File: src/rtl/lprb_ram.sv
// lprb_ram: generic single-write, single-read memory with registered read.
// A read at the address being written returns the old contents.
`default_nettype none

module lprb_ram #(
  parameter int WIDTH = 8,
  parameter int DEPTH = 256,
  localparam int AddrW = $clog2(DEPTH)
) (
  input  wire logic             clk,
  input  wire logic             we,
  input  wire logic [AddrW-1:0] waddr,
  input  wire logic [WIDTH-1:0] wdata,
  input  wire logic [AddrW-1:0] raddr,
  output logic      [WIDTH-1:0] rdata
);

  logic [WIDTH-1:0] mem [DEPTH];

  always_ff @(posedge clk) begin
    if (we) begin
      mem[waddr] <= wdata;
    end
    rdata <= mem[raddr];
  end

endmodule

`default_nettype wire

File: config.mk
export PLATFORM = sky130hd
export DESIGN_NAME = lprb_ram
export DESIGN_NICKNAME = d
export VERILOG_FILES = /design/src/rtl/lprb_ram.sv
export SDC_FILE = /design/constraint.sdc
export NUM_CORES = 2
export LEC_CHECK = 0
export BUFFER_PORTS_ARGS = -buffer_cell sky130_fd_sc_hd__buf_2
export CORE_ASPECT_RATIO = 1.25
export CORE_MARGIN = 5
export CORE_UTILIZATION = 40
export CTS_CLUSTER_DIAMETER = 60
export DETAILED_ROUTE_END_ITERATION = 8
export GPL_TIMING_DRIVEN = 1
export PLACE_DENSITY = 0.65
export SLEW_MARGIN = 10
export SYNTH_ARGS = -nofsm -noshare
export SYNTH_HDL_FRONTEND = slang
export SYNTH_SLANG_ARGS = --single-unit
File: constraint.sdc
create_clock -name clk -period 4.2 [get_ports clk]
set_clock_uncertainty 0.15 [all_clocks]
set_input_delay 0.42 -clock clk [delete_from_list [all_inputs] [get_ports clk]]
set_output_delay 0.42 -clock clk [all_outputs]
set_load 0.005 [all_outputs]
== After elaboration in Yosys (flattened, before gate mapping) ==
Memories as Yosys holds them, arrays and structs flattened. A register that Yosys moved wholly into a read port is not among the register bits.
Cells that the tools add are included.
Widths: inputs -> output; s select.

* Bits in registers: 0
* RAM bits: 2,048
* Bits of input ports: 26
* Output and inout port bits: 8
* Word-level logic and storage cells: 3
* Memories kept: 1

{| class="wikitable"
|+ Memories
! memory !! words !! bits a word !! rd ports !! clocked after Yosys merged registers in !! write ports !! RTL line !! source
|-
| mem || 256 || 8 || 1 || 1 || 1 || 18 || <nowiki>logic [WIDTH-1:0] mem [DEPTH];</nowiki>
|}

* Mux-type cells: 2

{| class="wikitable"
|+ Operators by type and width
! operator !! count
|-
| $mux 1 || 2
|}

== Logic depth before layout (Yosys ltp) ==
* Depth after elaboration: 2
* Mapped depth: 11

== Worst setup path after synthesis ==
Ideal clock, no wire load.

* Path kind: in2reg
* From: input port raddr[0]
* To: register rdata[2], read port of mem
* Setup time: 0.131 ns
* Arrival: 2.227 ns
* Data required time: 3.919 ns
* Setup slack: 1.692 ns
* Cell stages on the path: 9
* Path buffers: 4
* Cells stage by stage: buf_6 > buf_12 > buf_8 > buf_2 > mux4_2 > a22oi_1 > a21oi_1 > nor4_1 > nor4_2

{| class="wikitable"
|+ RTL lines
! item !! RTL line !! source
|-
| from (decl) || 14 || <nowiki>input wire logic [AddrW-1:0] raddr,</nowiki>
|-
| to (decl) || 15 || <nowiki>output logic [WIDTH-1:0] rdata</nowiki>
|}

==> qor.txt <==
Cell Rows: 183
Worst-Margin Slew: 1.16 ns
post-synthesis async set-or-reset flop share: 0
critical path type: in2reg
Power Total: 41.2 mW
post-route ant nets: 0
DR vias/cell: 5.78
Startpoint Class: input port
Worst Hold Margin: -0.0258 ns
Slowest cell on crit path: nor4_1
aggregate global routing overflow: 0
# IOs: 34
Worst Path Arrival: 3.54 ns
total track usage: 0.186
most frequent cell after synthesis: edfxtp_1
fin crit share: 0.729
leading area contributor after synthesis: edfxtp_1
Slew Limit Headroom: 0.227
Largest stage delay, worst path: 0.74 ns
clock latency on the worst-skew pair: 0.83 ns
synth unique cells: 55
EDFF count, synth: 2048
Avg WL per Cell: 29.0 µm
Worst Setup End Kind: register
root buf cell: clkbuf_16
r2r worst-path depth: 7
Net Sw Power: 8.77 mW
Final Max Slew Viols: 0
Setup TNS: 0 ns
DIE HEIGHT: 509 µm
Synth top area share: 0.773
Worst EP required: 4.68 ns
Num CTS Buffers: 184
CP max FO: 33
Fin. Hold Viols: 8
Clock transition at path regs: 0.06 ns
DRC Markers: 0
HP Class: in2reg
Setup crit end: rdata[7]
layout cell share with drive strength beyond 1: 0.249
Main synth FF type: edfxtp_1
syn_nets: 3759
initial antenna violation count: 13
post-route cell area: 90000 µm²
vias in the first global route: 39400
WP depth: 9
PD cells: 458 nW/µm²
via count: 38900
Area after DPL: 84000 µm²
first-pass GRT wire length: 283000 µm
status: finished, violations left
Worst R2R End: rdata[5]
maximum clock rate: 326 MHz
Post-CTS Hold Fix Bufs: 5
Iteration-0 DRC Markers: 4428
1st-pass router iterations: 5
Period minus WS final: 3.06 ns
Synth area leaders: edfxtp_1, mux4_2, mux2i_1
Post-CTS Setup Bufs: 0
R2R Setup Slk: 1.30 ns
VDD IR max: 0.000400 V
MaxCap Viol Count: 0
P_leak: 27.8 nW
die span in x: 409 µm
synthesized instance count: 3733
commonest cells in the netlist: edfxtp_1, mux4_2, nor2_1
largest net degree at the start of global routing: 143
internal power: 32.4 mW
die area: 208000 µm²
Floorplan Core Area: 199000 µm²
final setup vio count: 0
Buf/Inv on CP: 4
Post-DP HPWL: 123000 µm
CP cell instances: buf_8 > buf_12 > buf_12 > buf_4 > mux4_2 > a22oi_1 > a21oi_1 > nor4_1 > nor4_1
post-cts resize count: 0
sequential area share after synthesis: 0.775
Starting Density: 0.401
Filler cells: 16300
clock tree from TritonCTS: built
Clock power frac: 0.399
Syn Std Cell Area: 79600 µm²
Clock Tree Buf Depth: 3
syn_area_per_cell: 21.3 µm²
TritonCTS Sinks: 2056
IO buf count: 33
failing checks: negative hold slack
P&R area growth vs syn: 13.1%
Yosys warning total: 0
Reg power frac: 0.550
Comb pwr share: 0.051
WL final: 195000 µm
Worst Setup SP: raddr[0]
Final GP Congestion: 0.835
depth of the CTS H-tree: 4
number of synthesized register bits: 2056
RSZ-0062 raised after global routing: false
Crit path max-delay family: buffers and inverters
switching fraction of total power: 0.213
reg2reg start: mem[83][5]
nets: 4007
## flip-flops by register name, summed over array words and instances (netlist names)
register	cells
mem	2048
rdata	8
## worst min-delay path by stage
stage / slack (ns) / start / end / cells past startpoint
2_1_floorplan: 0.37 / wdata[0] / mem[0][0] / 0
3_3_place_gp: 0.68 / rdata[7] / rdata[7] / 1
3_5_place_dp: 0.69 / rdata[7] / rdata[7] / 1
4_1_cts: 0.01 / wdata[3] / mem[3][3] / 1
5_1_grt: 0.01 / wdata[3] / mem[137][3] / 1
6_report: -0.03 / wdata[3] / mem[136][3] / 1
## cell families after synthesis
group / count (synthesis) / share of synthesized area
compound gates: 385 / 0.0342
simple gates: 466 / 0.0263
flops: 2056 / 0.775
buf+inv: 235 / 0.0183
mux: 591 / 0.146
## worst register-to-register path, cell delays in order, from the launching register on
cell	delay (ns)
edfxtp_1	0.38
mux4_2	0.52
a22o_1	0.28
a221oi_1	0.63
o32ai_1	0.31
nor3_1	0.26
buf_4	0.19
nor4_1	0.06
## cells in the final DEF (no fill, tap or decap), types with 8 or more instances in the layout
cell / netlist / final
dfxtp_1: 8 / 8
o221ai_1: 46 / 46
clkinv_2: 0 / 41
mux4_2: 454 / 454
o21ai_0: 10 / 10
a22oi_1: 133 / 133
mux2i_1: 134 / 134
buf_12: 8 / 36
nand2_1: 33 / 33
a211oi_1: 16 / 16
bufinv_16: 0 / 14
nor2_1: 282 / 279
buf_2: 31 / 21
o211ai_1: 10 / 10
buf_4: 27 / 222
a21oi_1: 96 / 96
nor3_1: 22 / 22
nand2b_1: 8 / 8
nor4_1: 24 / 24
a221oi_1: 13 / 13
nand4_1: 10 / 10
edfxtp_1: 2048 / 2048
nor2b_1: 31 / 28
o22ai_1: 28 / 28
nand3_1: 34 / 34
clkbuf_1: 111 / 27
clkbuf_16: 0 / 187
a22o_1: 8 / 8
buf_8: 13 / 9
clkinv_1: 1 / 47
## power groups by stage
| stage | registers [mW] | clock network, mW | logic [mW] |
|---|---|---|---|
| final | 22.6 | 16.5 | 2.10 |
| after global routing | 22.6 | 17.6 | 2.21 |
| after CTS | 22.6 | 16.7 | 2.12 |
| after detailed placement | 23.1 | 0 | 2.11 |
| after global placement | 23.1 | 0 | 2.08 |
| after floorplan | 23.1 | 0 | 1.10 |
## layout make-up
type	count	area [µm²]	area share
Clock buffer	214	4780	0.0531
Tap cell	2590	3240	0.0360
Sequential cell	2056	61700	0.685
Inverter	2	7.51	0.0000834
Antenna cell	6	15.0	0.000167
Timing Repair Buffer	295	2700	0.0300
Clock inverter	123	1080	0.0120
Multi-Input combinational cell	1442	16500	0.183
## per-stage QoR
step                      hold slack (ns)  setup slack (ns)  std cells   util
after floorplan                     0.369              1.69       3733      -
after global placement              0.683             0.279       6379  0.423
after detailed placement            0.691             0.211       6379  0.423
after CTS                         0.00951              1.10       6721  0.453
after global routing               0.0113              1.15       6724  0.453
final                             -0.0258              1.14       6728  0.453
## layer usage
| layer | vias up | wire length (µm) | track usage |
|---|---|---|---|
| met1 | 20800 | 75700 | 0.247 |
| met5 | - | 40 | 0 |
| met3 | 288 | 15200 | 0.0355 |
| met2 | 1589 | 98000 | 0.312 |
| li1 | 16200 | - | - |
| met4 | 6 | 6010 | 0.0583 |
No activity file was read; power rests on OpenSTA's default activity.
